--- config.mk ---
export PLATFORM = sky130hd
export DESIGN_NAME = hbp_back
export DESIGN_NICKNAME = d
export VERILOG_FILES = /design/src/rtl/huffman_bit_packer_assert.svh /design/src/rtl/hbp_pkg.sv /design/src/rtl/hbp_back.sv
export SDC_FILE = /design/constraint.sdc
export NUM_CORES = 1
export LEC_CHECK = 0
export CORE_MARGIN = 2
export CORE_UTILIZATION = 25
export CTS_CLUSTER_SIZE = 40
export DETAILED_ROUTE_END_ITERATION = 12
export DONT_BUFFER_PORTS = 1
export GPL_TIMING_DRIVEN = 0
export PLACE_DENSITY_LB_ADDON = 0.08
export SLEW_MARGIN = 5
export SYNTH_ARGS = -nofsm -noshare
export SYNTH_HDL_FRONTEND = slang
export SYNTH_SLANG_ARGS = --single-unit
--- constraint.sdc ---
create_clock -name clk -period 3.4 [get_ports clk]
set_input_delay 0.34 -clock clk [delete_from_list [all_inputs] [get_ports clk]]
set_output_delay 0.34 -clock clk [all_outputs]
set_load 0.02 [all_outputs]
--- src/rtl/huffman_bit_packer_assert.svh ---
// Assertion macros shared by the huffman bit packer RTL.
`ifndef HUFFMAN_BIT_PACKER_ASSERT_SVH
`define HUFFMAN_BIT_PACKER_ASSERT_SVH

// Check a same-cycle implication on clk, off while arst_n is low.
`define HBP_ASSERT_SAME(lbl, ante, cons, msg) \
	lbl: assert property (@(posedge clk) disable iff (!arst_n) (ante) |-> (cons)) \
		else $error(msg);

// Check an implication in the next cycle on clk, off while arst_n is low.
`define HBP_ASSERT_NEXT(lbl, ante, cons, msg) \
	lbl: assert property (@(posedge clk) disable iff (!arst_n) (ante) |=> (cons)) \
		else $error(msg);

`endif

--- src/rtl/hbp_pkg.sv ---
// Shared constants and types of the huffman bit packer.
package hbp_pkg;

	localparam int SYM_W       = 8;
	localparam int TABLE_DEPTH = 256;
	localparam int VALUE_W     = 32;
	localparam int BYTE_W      = 8;
	localparam int PEND_W      = 7;
	localparam int QDEPTH      = 4;

	localparam logic [1:0] OP_LOAD   = 2'd0;
	localparam logic [1:0] OP_ENCODE = 2'd1;
	localparam logic [1:0] OP_FLUSH  = 2'd2;

	// Status of the work queue between front and back
	typedef struct packed {
		logic full;
		logic empty;
	} hbp_qstat_t;

endpackage

--- src/rtl/hbp_back.sv ---
// Back end: merges codes into the bit accumulator and emits packed bytes.
module hbp_back #(
	parameter int LIM = 32,
	parameter int LW  = 6
) (
	input  logic                       clk,
	input  logic                       arst_n,
	input  hbp_pkg::hbp_qstat_t        qstat,
	input  logic [LIM+LW:0]            head,
	output logic                       pop,
	output logic                       out_valid,
	input  logic                       out_stall,
	output logic [hbp_pkg::BYTE_W-1:0] out_byte,
	output logic                       byte_valid,
	output logic [2:0]                 pad_bits,
	output logic                       last
);
	import hbp_pkg::*;

	localparam int ACCW = PEND_W + LIM;
	localparam int RW   = $clog2(ACCW + 1);

	logic [ACCW-1:0] word_q;
	logic [RW-1:0]   rem_q;
	logic            ov_q;

	logic              h_flush;
	logic [LIM-1:0]    h_val;
	logic [LW-1:0]     h_len;
	logic              full_byte;
	logic              out_free;
	logic              emit;
	logic [7:0]        pmask;
	logic [PEND_W-1:0] acc;
	logic [ACCW-1:0]   merged;
	logic [RW-1:0]     rem_sum;
	logic [RW-1:0]     sh;
	logic [ACCW-1:0]   shifted;
	logic              emit_last;
	logic [3:0]        pad_w;
	logic [2:0]        pad3;
	logic              fl_any;
	logic [7:0]        fl_byte;

	assign h_flush = head[LIM+LW];
	assign h_val   = head[LW +: LIM];
	assign h_len   = head[LW-1:0];

	// Pick the action: emit a full byte first, else take the next queue entry
	always_comb begin
		full_byte = (rem_q >= RW'(BYTE_W));
		out_free  = !ov_q || !out_stall;
		emit      = full_byte && out_free;
		pop       = !full_byte && !qstat.empty && (!h_flush || out_free);
	end

	// Append the code below the pending bits
	always_comb begin
		pmask   = (8'd1 << rem_q[2:0]) - 8'd1;
		acc     = word_q[PEND_W-1:0] & pmask[PEND_W-1:0];
		merged  = (ACCW'(acc) << h_len) | ACCW'(h_val);
		rem_sum = rem_q + RW'(h_len);
	end

	// Take the oldest full byte off the top of the pending bits
	always_comb begin
		sh        = rem_q - RW'(BYTE_W);
		shifted   = word_q >> sh;
		emit_last = (sh < RW'(BYTE_W));
	end

	// Pad the partial byte for a flush
	always_comb begin
		pad_w   = 4'(BYTE_W) - {1'b0, rem_q[2:0]};
		pad3    = pad_w[2:0];
		fl_any  = (rem_q[2:0] != 3'd0);
		fl_byte = {1'b0, acc} << pad3;
	end

	// Advance the accumulator and the output register occupancy
	always_ff @(posedge clk or negedge arst_n) begin
		if (!arst_n) begin
			ov_q   <= 1'b0;
			word_q <= '0;
			rem_q  <= '0;
		end else if (emit) begin
			ov_q  <= 1'b1;
			rem_q <= sh;
		end else if (pop && h_flush) begin
			ov_q   <= 1'b1;
			word_q <= '0;
			rem_q  <= '0;
		end else begin
			if (pop) begin
				word_q <= merged;
				rem_q  <= rem_sum;
			end
			if (!out_stall) begin
				ov_q <= 1'b0;
			end
		end
	end

	// Load the output beat
	always_ff @(posedge clk) begin
		if (emit) begin
			out_byte   <= shifted[BYTE_W-1:0];
			byte_valid <= 1'b1;
			pad_bits   <= 3'd0;
			last       <= emit_last;
		end else if (pop && h_flush) begin
			out_byte   <= fl_byte;
			byte_valid <= fl_any;
			pad_bits   <= fl_any ? pad3 : 3'd0;
			last       <= 1'b1;
		end
	end

	assign out_valid = ov_q;

endmodule

==> results_dict.tcl, run 1 <==
set metrics [dict create \
    syn_inst 612 \
    hold_class "in -> reg" \
    cts_buffer_depth 2 \
    yosysMostFrequentCell "nand2_1" \
    synthFlopType "dfrtp_1" \
    min_period_over_period_pct 97.7 \
    clkLatencyLatePin_ns 0.35 \
    dp_hpwl_microns 18500 \
    drtAntennaViolNets 0 \
    gp_congestion 0.930 \
    worst-setup-path-type "reg -> reg" \
    fmax_ghz 0.301 \
    syn_to_final_growth_pct 15.8 \
    cts_buffers 9 \
    die_y_microns 151 \
    dieWidth_microns 151 \
    drc 0 \
    path_cells "buf_12 > clkinv_4 > buf_6 > ha_4 > ha_2 > buf_6 > inv_4 > ha_4 > or3b_4 > a22o_4 > mux4_2 > mux2i_4 > o31ai_1" \
    grt_usage_pct 21.3 \
    syn_nets 672 \
    utilization_pct 29.7 \
    nFillCells 2258 \
    asyncSetResetFlopFracSynth_pct 78.0 \
    overflow 0 \
    start_kind "flop" \
    period_needed_ns 3.32 \
    num_rows 53 \
    vias 5309 \
    worst_pin_slew_ns 0.877 \
    drtIter0Drc 451 \
    diodes 0 \
    cp_data_arrival_time_ns 3.53 \
    grt_max_degree 47 \
    crit_slowest_cell "mux4_2" \
    yosysWarningCount 0 \
    synth.top_cell.area_share_pct 21.3 \
    clock-sinks 59 \
    max-slew-margin-rel_pct 41.6 \
    yosysTopAreaCell "dfrtp_1" \
    ys_seq_area_share_pct 27.8 \
    muxShareOfSynthArea_pct 17.9 \
    antenna_found_initial 0 \
    grt_pass1_wl_microns 35500 \
    htreeDepth 3 \
    ys_ff_latch 59 \
    die-area_sq_um 22800 \
    synth-simple-area-share_pct 20.2 \
    num_io_pins 59 \
    leakagePower_nw 2.31 \
    initial_core_util_pct 25.6 \
    synthTopCellsByArea "dfrtp_1, mux4_2, mux2i_1" \
    viasPerCell 5.84 \
    postRouteWirelength_microns 23700 \
    synth-edff-count 9 \
    crit_buf_inv 5 \
    crit_required_ns 3.61 \
    synth_cell_types 79 \
    yosys-top-cells-count "nand2_1, a21oi_1, dfrtp_1" \
    wl_per_cell_microns 26.0 \
    synthXorXnorAreaFrac_pct 0.973 \
    first_pass_iters 5 \
    switching_share_pct 49.8 \
    synth_top_family_by_area "compound AO/OA/AOI/OAI gates" \
    cts_tree "yes" \
    core_sq_um 21100 \
    hold_viol_final 0 \
    path_max_fanout 11 \
    setup_tns_ns 0 \
    setup_viol_count_final 0 \
    end_kind "flop" \
    share_comb_of_total_power_pct 63.9 \
    switchingPower_w 0.00322 \
    netlist_area_sq_um 5400 \
    drive_gt1_share_pct 18.8 \
    grt_pass1_vias 5484 \
    final_nets 689 \
    cellPowerDensity_nw_per_um2 1030 \
    io_buffers 0 \
    synth-adder-area-share_pct 3.85 \
    ir_drop_mv 0.269 \
    power_frac_clock_pct 14.1 \
    root_buffer "clkbuf_16" \
    status "finished, final reports clean" \
    power_frac_seq_pct 22.0 \
    finalClockSkew_ns 0.0172 \
    p_int_w 0.00325 \
    cpLargestDelayFamily "multiplexers" \
    slowest_delay_ns 0.54 \
    synth_compound_area_share_pct 24.1 \
    maxCapViolCount 0 \
    multi_input_area_sq_um 3690 \
    avgSynthCellArea_sq_um 8.82 \
    register_area_sq_um 1500 \
    clk_pin_slew_worst_paths_ns 0.07 \
    slew_viol_final 0 \
    rsz0062_at_grt "true" \
]
## layout by cell type, fill, tap and decap left out, types with 10 or more instances in the layout
master     n
o21ai_0   30
nor3b_1   19
o221ai_1  14
ha_1      12
clkbuf_1  23
inv_1     10
a21oi_1   45
mux2_2    22
mux4_2    17
nor2_1    44
nor3_1    13
dfrtp_1   44
nand3_1   14
nand2_1   56
mux2i_1   30
nand2b_1  10
nor2b_1   12
buf_4     10
## cell families (layout without fill, tap and decap cells)
family	Yosys count	count (layout)
simple gates	209	209
flops	59	59
compound gates	188	188
fa+ha+maj	16	16
xor+xnor	6	6
mux	71	71
buf+inv	63	85
## routing by layer
layer / track usage [%] / vias up / wire length (microns) / part of all wire [%]
li1: - / 2398 / - / -
met1: 29.6 / 2679 / 11100 / 47
met2: 33.5 / 196 / 10600 / 45
met3: 3.46 / 36 / 1210 / 5.1
met4: 7.24 / 0 / 679 / 2.9
met5: 0 / - / 0 / 0
## per-stage QoR
step / setup slack (ns) / cells / hold slack, ns / total power (W) / cell area [sq um]
after global placement: -1.13 / 887 / 0.0483 / 0.00523 / 5770
after detailed placement: -1.11 / 887 / 0.0484 / 0.00526 / 5770
after CTS: 0.00292 / 910 / 0.130 / 0.00640 / 6240
after global routing: -0.00320 / 909 / 0.133 / 0.00688 / 6250
after floorplan: 0.00320 / 612 / 0.0444 / 0.00407 / 5430
final: 0.0772 / 909 / 0.132 / 0.00647 / 6250
## layout make-up
| cell class | instances | area share, % |
|---|---|---|
| plain buffers | 43 | 3.90 |
| clock buffers | 10 | 3.82 |
| clock inverters | 6 | 0.760 |
| inverters | 16 | 1.34 |
| multi-input cells | 490 | 59.1 |
| flip-flops and latches | 59 | 24.0 |
| well taps | 275 | 5.50 |
| repair buffers | 10 | 1.56 |
## worst register-to-register path, stage by stage (launching register included)
cell and delay, ns:
dfrtp_2 0.38, buf_12 0.12, clkinv_4 0.08, buf_6 0.16, ha_4 0.20, ha_2 0.19, buf_6 0.15, inv_4 0.08
ha_4 0.16, or3b_4 0.40, a22o_4 0.28, mux4_2 0.54, mux2i_4 0.32, o31ai_1 0.12
## power groups by stage
stage	Combinational (W)	Sequential [W]	Clock, W
detailed placement	0.00381	0.00145	0
global placement	0.00378	0.00144	0
CTS	0.00407	0.00141	0.000923
global route	0.00448	0.00146	0.000945
floorplan	0.00278	0.00129	0
finish	0.00414	0.00142	0.000910
## final timing paths
| check | from | end | slack [ns] | depth (start not counted) |
|---|---|---|---|---|
| setup reg to reg | rem_q[1]$_DFFE_PN0P_ | word_q[22]$_DFFE_PN0P_ | 0.08 | 13 |
| min in group asynchronous | arst_n | rem_q[1]$_DFFE_PN0P_ | 0.52 | 2 |
| max in group asynchronous | arst_n | word_q[13]$_DFFE_PN0P_ | 2.61 | 2 |
| hold reg to reg | word_q[36]$_DFFE_PN0P_ | word_q[36]$_DFFE_PN0P_ | 0.53 | 2 |
| setup / recovery | rem_q[1]$_DFFE_PN0P_ | word_q[22]$_DFFE_PN0P_ | 0.08 | 13 |
| hold / removal | head[13] | word_q[7]$_DFFE_PN0P_ | 0.13 | 1 |
## sequential cells by signal, summed over array words and instances (netlist names)
register / cells
out_byte: 8
out_valid: 1
pad_bits: 3
rem_q: 6
byte_valid: 1
word_q: 39
last: 1
## what timing repair did
item | CTS | global route
resized for setup | 28 | 7
hold buffers | 2 | 0
endpoints found under the hold margin | 46 | 0
gates cloned | 0 | 0
endpoints found under the setup margin | 46 | 23
buffers inserted | 8 | 0
pin swaps | 3 | 3
No activity file was read; power rests on OpenSTA's default activity.
==> inputs of run 2 (changes only) <==
ABC_AREA = 1   (was not set)
==> results_dict.tcl, run 2 <==
set metrics [dict create \
    status "finished, final reports clean" \
    dp_hpwl_microns 18300 \
    fin_ws_ns 0.308 \
    fmax_ghz 0.323 \
    synth_cell_types 50 \
    r2r-start "rem_q[2]$_DFFE_PN0P_" \
    setup_tns_ns 0 \
    drtAntennaViolNets 0 \
    start_kind "flop" \
    largest_register_ffs 39 \
    ys_seq_area_share_pct 27.6 \
    root_buffer "clkbuf_16" \
    netlist_area_sq_um 5450 \
    syn_nets 936 \
    asyncSetResetFlopFracSynth_pct 78.0 \
    first_pass_iters 5 \
    grt_usage_pct 20.3 \
    reg2reg_to "word_q[28]$_DFFE_PN0P_" \
    cts_tree "yes" \
    cp_data_arrival_time_ns 3.29 \
    grt_max_degree 47 \
    yosys-top-cells-count "nand2_1, nand3_1, o21ai_0" \
    worst-setup-path-type "reg -> reg" \
    rrSetupSlack_ns 0.31 \
    synthFlopType "dfrtp_1" \
    gp_congestion 0.863 \
    synth-edff-count 9 \
    initial_core_util_pct 25.2 \
    wl_per_cell_microns 19.0 \
    maxCapViolCount 0 \
    critPathCapture "word_q[28]$_DFFE_PN0P_" \
    top_regs "word_q (39), out_byte (8), rem_q (6)" \
    synthTopCellsByArea "nand2_1, dfrtp_1, nand3_1" \
    synth.top_cell.area_share_pct 22.5 \
    finalClockSkew_ns 0.0118 \
    clkLatencyLatePin_ns 0.35 \
    num_rows 54 \
    postRouteWirelength_microns 22300 \
    antenna_found_initial 0 \
    hold_viol_final 0 \
    num_io_pins 59 \
    max-slew-margin-rel_pct 39.2 \
    drc 0 \
    die-area_sq_um 23000 \
    grt_pass1_vias 5604 \
    cts_buffers 9 \
    dp.cells 1156 \
    path_max_fanout 10 \
    overflow 0 \
    ir_drop_mv 0.283 \
    period_needed_ns 3.09 \
    drive_gt1_share_pct 11.1 \
    viasPerCell 4.94 \
    crit_required_ns 3.60 \
    yosysTopAreaCell "nand2_1" \
    slew_viol_final 0 \
    pre_cts_ws_ns -0.583 \
    top_register "word_q" \
    grt_pass1_wl_microns 34300 \
    ys_ff_latch 59 \
    final_common_cell "nand2_1" \
    end_kind "flop" \
    drtIter0Drc 405 \
    leakagePower_nw 2.95 \
    syn_inst 876 \
    rsz0062_at_grt "false" \
    worst_pin_slew_ns 0.912 \
    htreeDepth 3 \
    final_nets 950 \
    yosysMostFrequentCell "nand2_1" \
    clock-sinks 59 \
    cp-startpoint "rem_q[2]$_DFFE_PN0P_" \
    layoutNonFillerInstCount 1175 \
    hold_class "in -> reg" \
    vias 5799 \
    cellPowerDensity_nw_per_um2 1030 \
    dieWidth_microns 152 \
    cts_buffer_depth 2 \
    syn_to_final_growth_pct 14.0 \
    diodes 0 \
    die_y_microns 152 \
    rr_worst_depth 18 \
    min_period_over_period_pct 90.9 \
    yosysWarningCount 0 \
    clk_pin_slew_worst_paths_ns 0.06 \
    avgSynthCellArea_sq_um 6.22 \
    io_buffers 0 \
    layout_common_cells "nand2_1, nand3_1, o21ai_0" \
    core_sq_um 21600 \
    setup_viol_count_final 0 \
]
## run 2: cell count changes in the layout (fill, tap and decap cells not counted), moves of 12 or more
| cell | previous run | this run |
|---|---|---|
| o21ai_1 | 3 | 18 |
| o21ai_0 | 30 | 73 |
| mux2i_1 | 30 | 4 |
| mux2_2 | 22 | 0 |
| a21oi_1 | 45 | 23 |
| nor2b_1 | 12 | 0 |
| nand3_1 | 14 | 92 |
| buf_2 | 8 | 20 |
| mux4_2 | 17 | 0 |
| nor3_1 | 13 | 1 |
| nand2_1 | 56 | 327 |
| inv_1 | 10 | 66 |
| nor3b_1 | 19 | 0 |
## run 2: worst min path at each step
stage / start / end / slack, ns / depth (start not counted)
finish: head[9] / word_q[3]$_DFFE_PN0P_ / 0.12 / 2
global route: head[9] / word_q[3]$_DFFE_PN0P_ / 0.12 / 2
CTS: head[9] / word_q[3]$_DFFE_PN0P_ / 0.11 / 2
detailed placement: arst_n / word_q[30]$_DFFE_PN0P_ / 0.05 / 0
global placement: arst_n / word_q[30]$_DFFE_PN0P_ / 0.05 / 0
floorplan: arst_n / out_valid$_DFFE_PN0P_ / 0.04 / 0
## run 2: logic make-up after synthesis
logic type	synth area share, %
AOI/OAI and AO/OA	17.0
xor gates and xnor gates	0.942
adders and majority gates	3.81
buffers and inverters	9.99
DFF	27.6
muxes	0.735
and+or+nand+nor	39.9
## run 2: area by class of cell
cell class / count / area [sq um]
fill: 2517 / 15400
clock buffer: 9 / 225
timing repair buffer: 4 / 52.6
buffer: 51 / 248
multi-input combinational: 687 / 3430
clock inverter: 7 / 98.8
inverter: 78 / 307
tap: 280 / 350
sequential: 59 / 1510
## run 2: power by group
part	internal [W]	leakage (nW)	switching [W]
logic	0.00129	2.07	0.00272
clock network	0.000646	0.156	0.000375
registers	0.00106	0.718	0.000336
## run 2: worst max-delay path, stage by stage (launching register included)
cell and delay [ns]:
dfrtp_2 0.41, buf_6 0.20, inv_8 0.07, buf_6 0.15
clkbuf_2 0.22, ha_1 0.29, inv_2 0.12, ha_2 0.23
nand3_1 0.11, nand3_1 0.15, nand2_1 0.06, o21ai_1 0.16
nand2_1 0.12, nand3_1 0.12, nand3_1 0.14, nand3_1 0.14
nand2_1 0.06, nand2_1 0.12, o21ai_1 0.08
## run 2: through the flow
step	power [W]	hold slack [ns]	area [sq um]	utilization (%)
floorplan	0.00412	0.0444	5450	-
global placement	0.00537	0.0467	5800	26.8
detailed placement	0.00531	0.0465	5800	26.8
CTS	0.00639	0.107	6170	28.5
global route	0.00704	0.123	6210	28.7
finish	0.00643	0.124	6210	28.7
## run 2: timing repair
action                                  CTS  global route
endpoints found under the hold margin    46             0
endpoints found under the setup margin   45            43
resized for setup                         6            14
buffers inserted                          0             2
pin swaps                                 0             0
hold buffers                              2             0
## run 2: metal layers
metal | GRT usage, % | part of all wire, % | up-vias
met5 | 0 | 0 | -
met4 | 6.57 | 2.2 | 0
met3 | 2.81 | 3.3 | 32
met2 | 31.8 | 44 | 146
met1 | 28.8 | 50 | 2709
li1 | - | - | 2912
==> inputs of run 3 (changes only) <==
MAX_ROUTING_LAYER = met4   (was not set)
TNS_END_PERCENT = 100   (was not set)
==> results_dict.tcl, run 3 (synthesized netlist as in run 2, its figures left out) <==
set metrics [dict create \
    status "finished, final reports clean" \
    largest_register_ffs 39 \
    final_cell_area_sq_um 6210 \
    htreeDepth 3 \
    worst_pin_slew_ns 0.909 \
    dp.cells 1156 \
    maxCapViolCount 0 \
    nFillCells 2517 \
    clk_pin_slew_worst_paths_ns 0.06 \
    num_io_pins 59 \
    root_buffer "clkbuf_16" \
    clock-sinks 59 \
    drive_gt1_share_pct 11.1 \
    layout_common_cells "nand2_1, nand3_1, o21ai_0" \
    top_register "word_q" \
    min_period_over_period_pct 91.6 \
    end_kind "flop" \
    path_max_fanout 10 \
    top_regs "word_q (39), out_byte (8), rem_q (6)" \
    dieWidth_microns 152 \
    postRouteWirelength_microns 22400 \
    wl_per_cell_microns 19.0 \
    grt_pass1_vias 5605 \
    viasPerCell 4.91 \
    pre_cts_ws_ns -0.583 \
    setup_viol_count_final 0 \
    num_rows 54 \
    first_pass_iters 5 \
    slew_viol_final 0 \
    gp_congestion 0.877 \
    drtAntennaViolNets 0 \
    crit_required_ns 3.60 \
    start_kind "flop" \
    syn_to_final_growth_pct 14.0 \
    dp_hpwl_microns 18300 \
    drc 0 \
    grt.busiest_layer "met2" \
    core_sq_um 21600 \
    die_y_microns 152 \
    period_needed_ns 3.11 \
    finalClockSkew_ns 0.0129 \
    cts_buffers 9 \
    initial_core_util_pct 25.2 \
    cellPowerDensity_nw_per_um2 1030 \
    fin_ws_ns 0.285 \
    die-area_sq_um 23000 \
    rsz0062_at_grt "false" \
    hold_viol_final 0 \
    leakagePower_nw 2.95 \
    use_met1_pct 29.0 \
    clkLatencyLatePin_ns 0.35 \
    drtIter0Drc 318 \
    vias 5775 \
    overflow 0 \
    cp_data_arrival_time_ns 3.32 \
    grt_use_met3_pct 2.51 \
    diodes 0 \
    hold_class "in -> reg" \
    layoutNonFillerInstCount 1175 \
    io_buffers 0 \
    fmax_ghz 0.321 \
    cts_tree "yes" \
    placed_area_sq_um 5800 \
    final_nets 950 \
    max-slew-margin-rel_pct 39.4 \
    cts_buffer_depth 2 \
    utilization_pct 28.7 \
    grt_pass1_wl_microns 34300 \
    grt_use_met2_pct 31.8 \
    ir_drop_mv 0.283 \
    worst-setup-path-type "reg -> reg" \
    final_common_cell "nand2_1" \
    register_area_sq_um 1510 \
    multi_input_area_sq_um 3430 \
    grt_usage_pct 20.9 \
    antenna_found_initial 0 \
    grt_max_degree 47 \
]
## run 3: final cells by class
class / instances / area share (%)
Clock buffer: 9 / 3.62
Multi-Input combinational cell: 687 / 55.2
Buffer: 51 / 3.99
Sequential cell: 59 / 24.2
Tap cell: 280 / 5.64
Inverter: 78 / 4.93
Clock inverter: 7 / 1.59
Timing Repair Buffer: 4 / 0.846
## run 3: final timing paths
path / from / to / depth (start not counted) / slack, ns
worst max-delay path: rem_q[2]$_DFFE_PN0P_ / out_byte[6]$_DFFE_PP_ / 16 / 0.29
worst min-delay path: head[9] / word_q[3]$_DFFE_PN0P_ / 2 / 0.12
worst max register to register: rem_q[2]$_DFFE_PN0P_ / out_byte[6]$_DFFE_PP_ / 16 / 0.29
worst min register to register: word_q[36]$_DFFE_PN0P_ / word_q[36]$_DFFE_PN0P_ / 2 / 0.49
max in group asynchronous: arst_n / rem_q[1]$_DFFE_PN0P_ / 2 / 2.64
min in group asynchronous: arst_n / word_q[30]$_DFFE_PN0P_ / 2 / 0.49
## run 3: what timing repair did
item | in CTS | in global routing
setup endpoints to repair | 45 | 43
gates resized for setup | 6 | 14
endpoints found under the hold margin | 46 | 0
hold buffers | 2 | 0
buffers inserted | 0 | 2
## run 3: per-layer routing
layer | wire length [microns] | share of wire [%] | vias to the layer above
li1 | - | - | 2914
met5 | 0 | 0 | -
met2 | 9920 | 44 | 134
met4 | 490 | 2.2 | 0
met1 | 11200 | 50 | 2695
met3 | 704 | 3.1 | 32
## run 3: per-stage QoR
| step | hold WS (ns) | setup TNS (ns) | power (W) |
|---|---|---|---|
| after floorplan | 0.0444 | 0 | 0.00412 |
| after global placement | 0.0467 | -14.93 | 0.00537 |
| after detailed placement | 0.0465 | -11.95 | 0.00531 |
| after CTS | 0.107 | 0 | 0.00639 |
| after global routing | 0.123 | 0 | 0.00704 |
| final | 0.123 | 0 | 0.00641 |
## run 3: where the power goes
group / total, W / internal (W) / switching [W]
registers: 0.00140 / 0.00106 / 0.000337
clock network: 0.00102 / 0.000646 / 0.000371
logic: 0.00400 / 0.00129 / 0.00271
total: 0.00641 / 0.00299 / 0.00342
## run 3: worst max-delay path, cell delays in order (launching register included)
cell and delay (ns):
dfrtp_2 0.44, buf_6 0.18, inv_8 0.09, buf_6 0.16
clkbuf_2 0.27, ha_1 0.25, inv_2 0.09, ha_2 0.21
nand3_4 0.09, clkinv_2 0.08, nand2_1 0.10, nand3_1 0.12
o21ai_0 0.45, nand2_1 0.10, o311ai_0 0.13, nand2_1 0.11
nand3_1 0.09
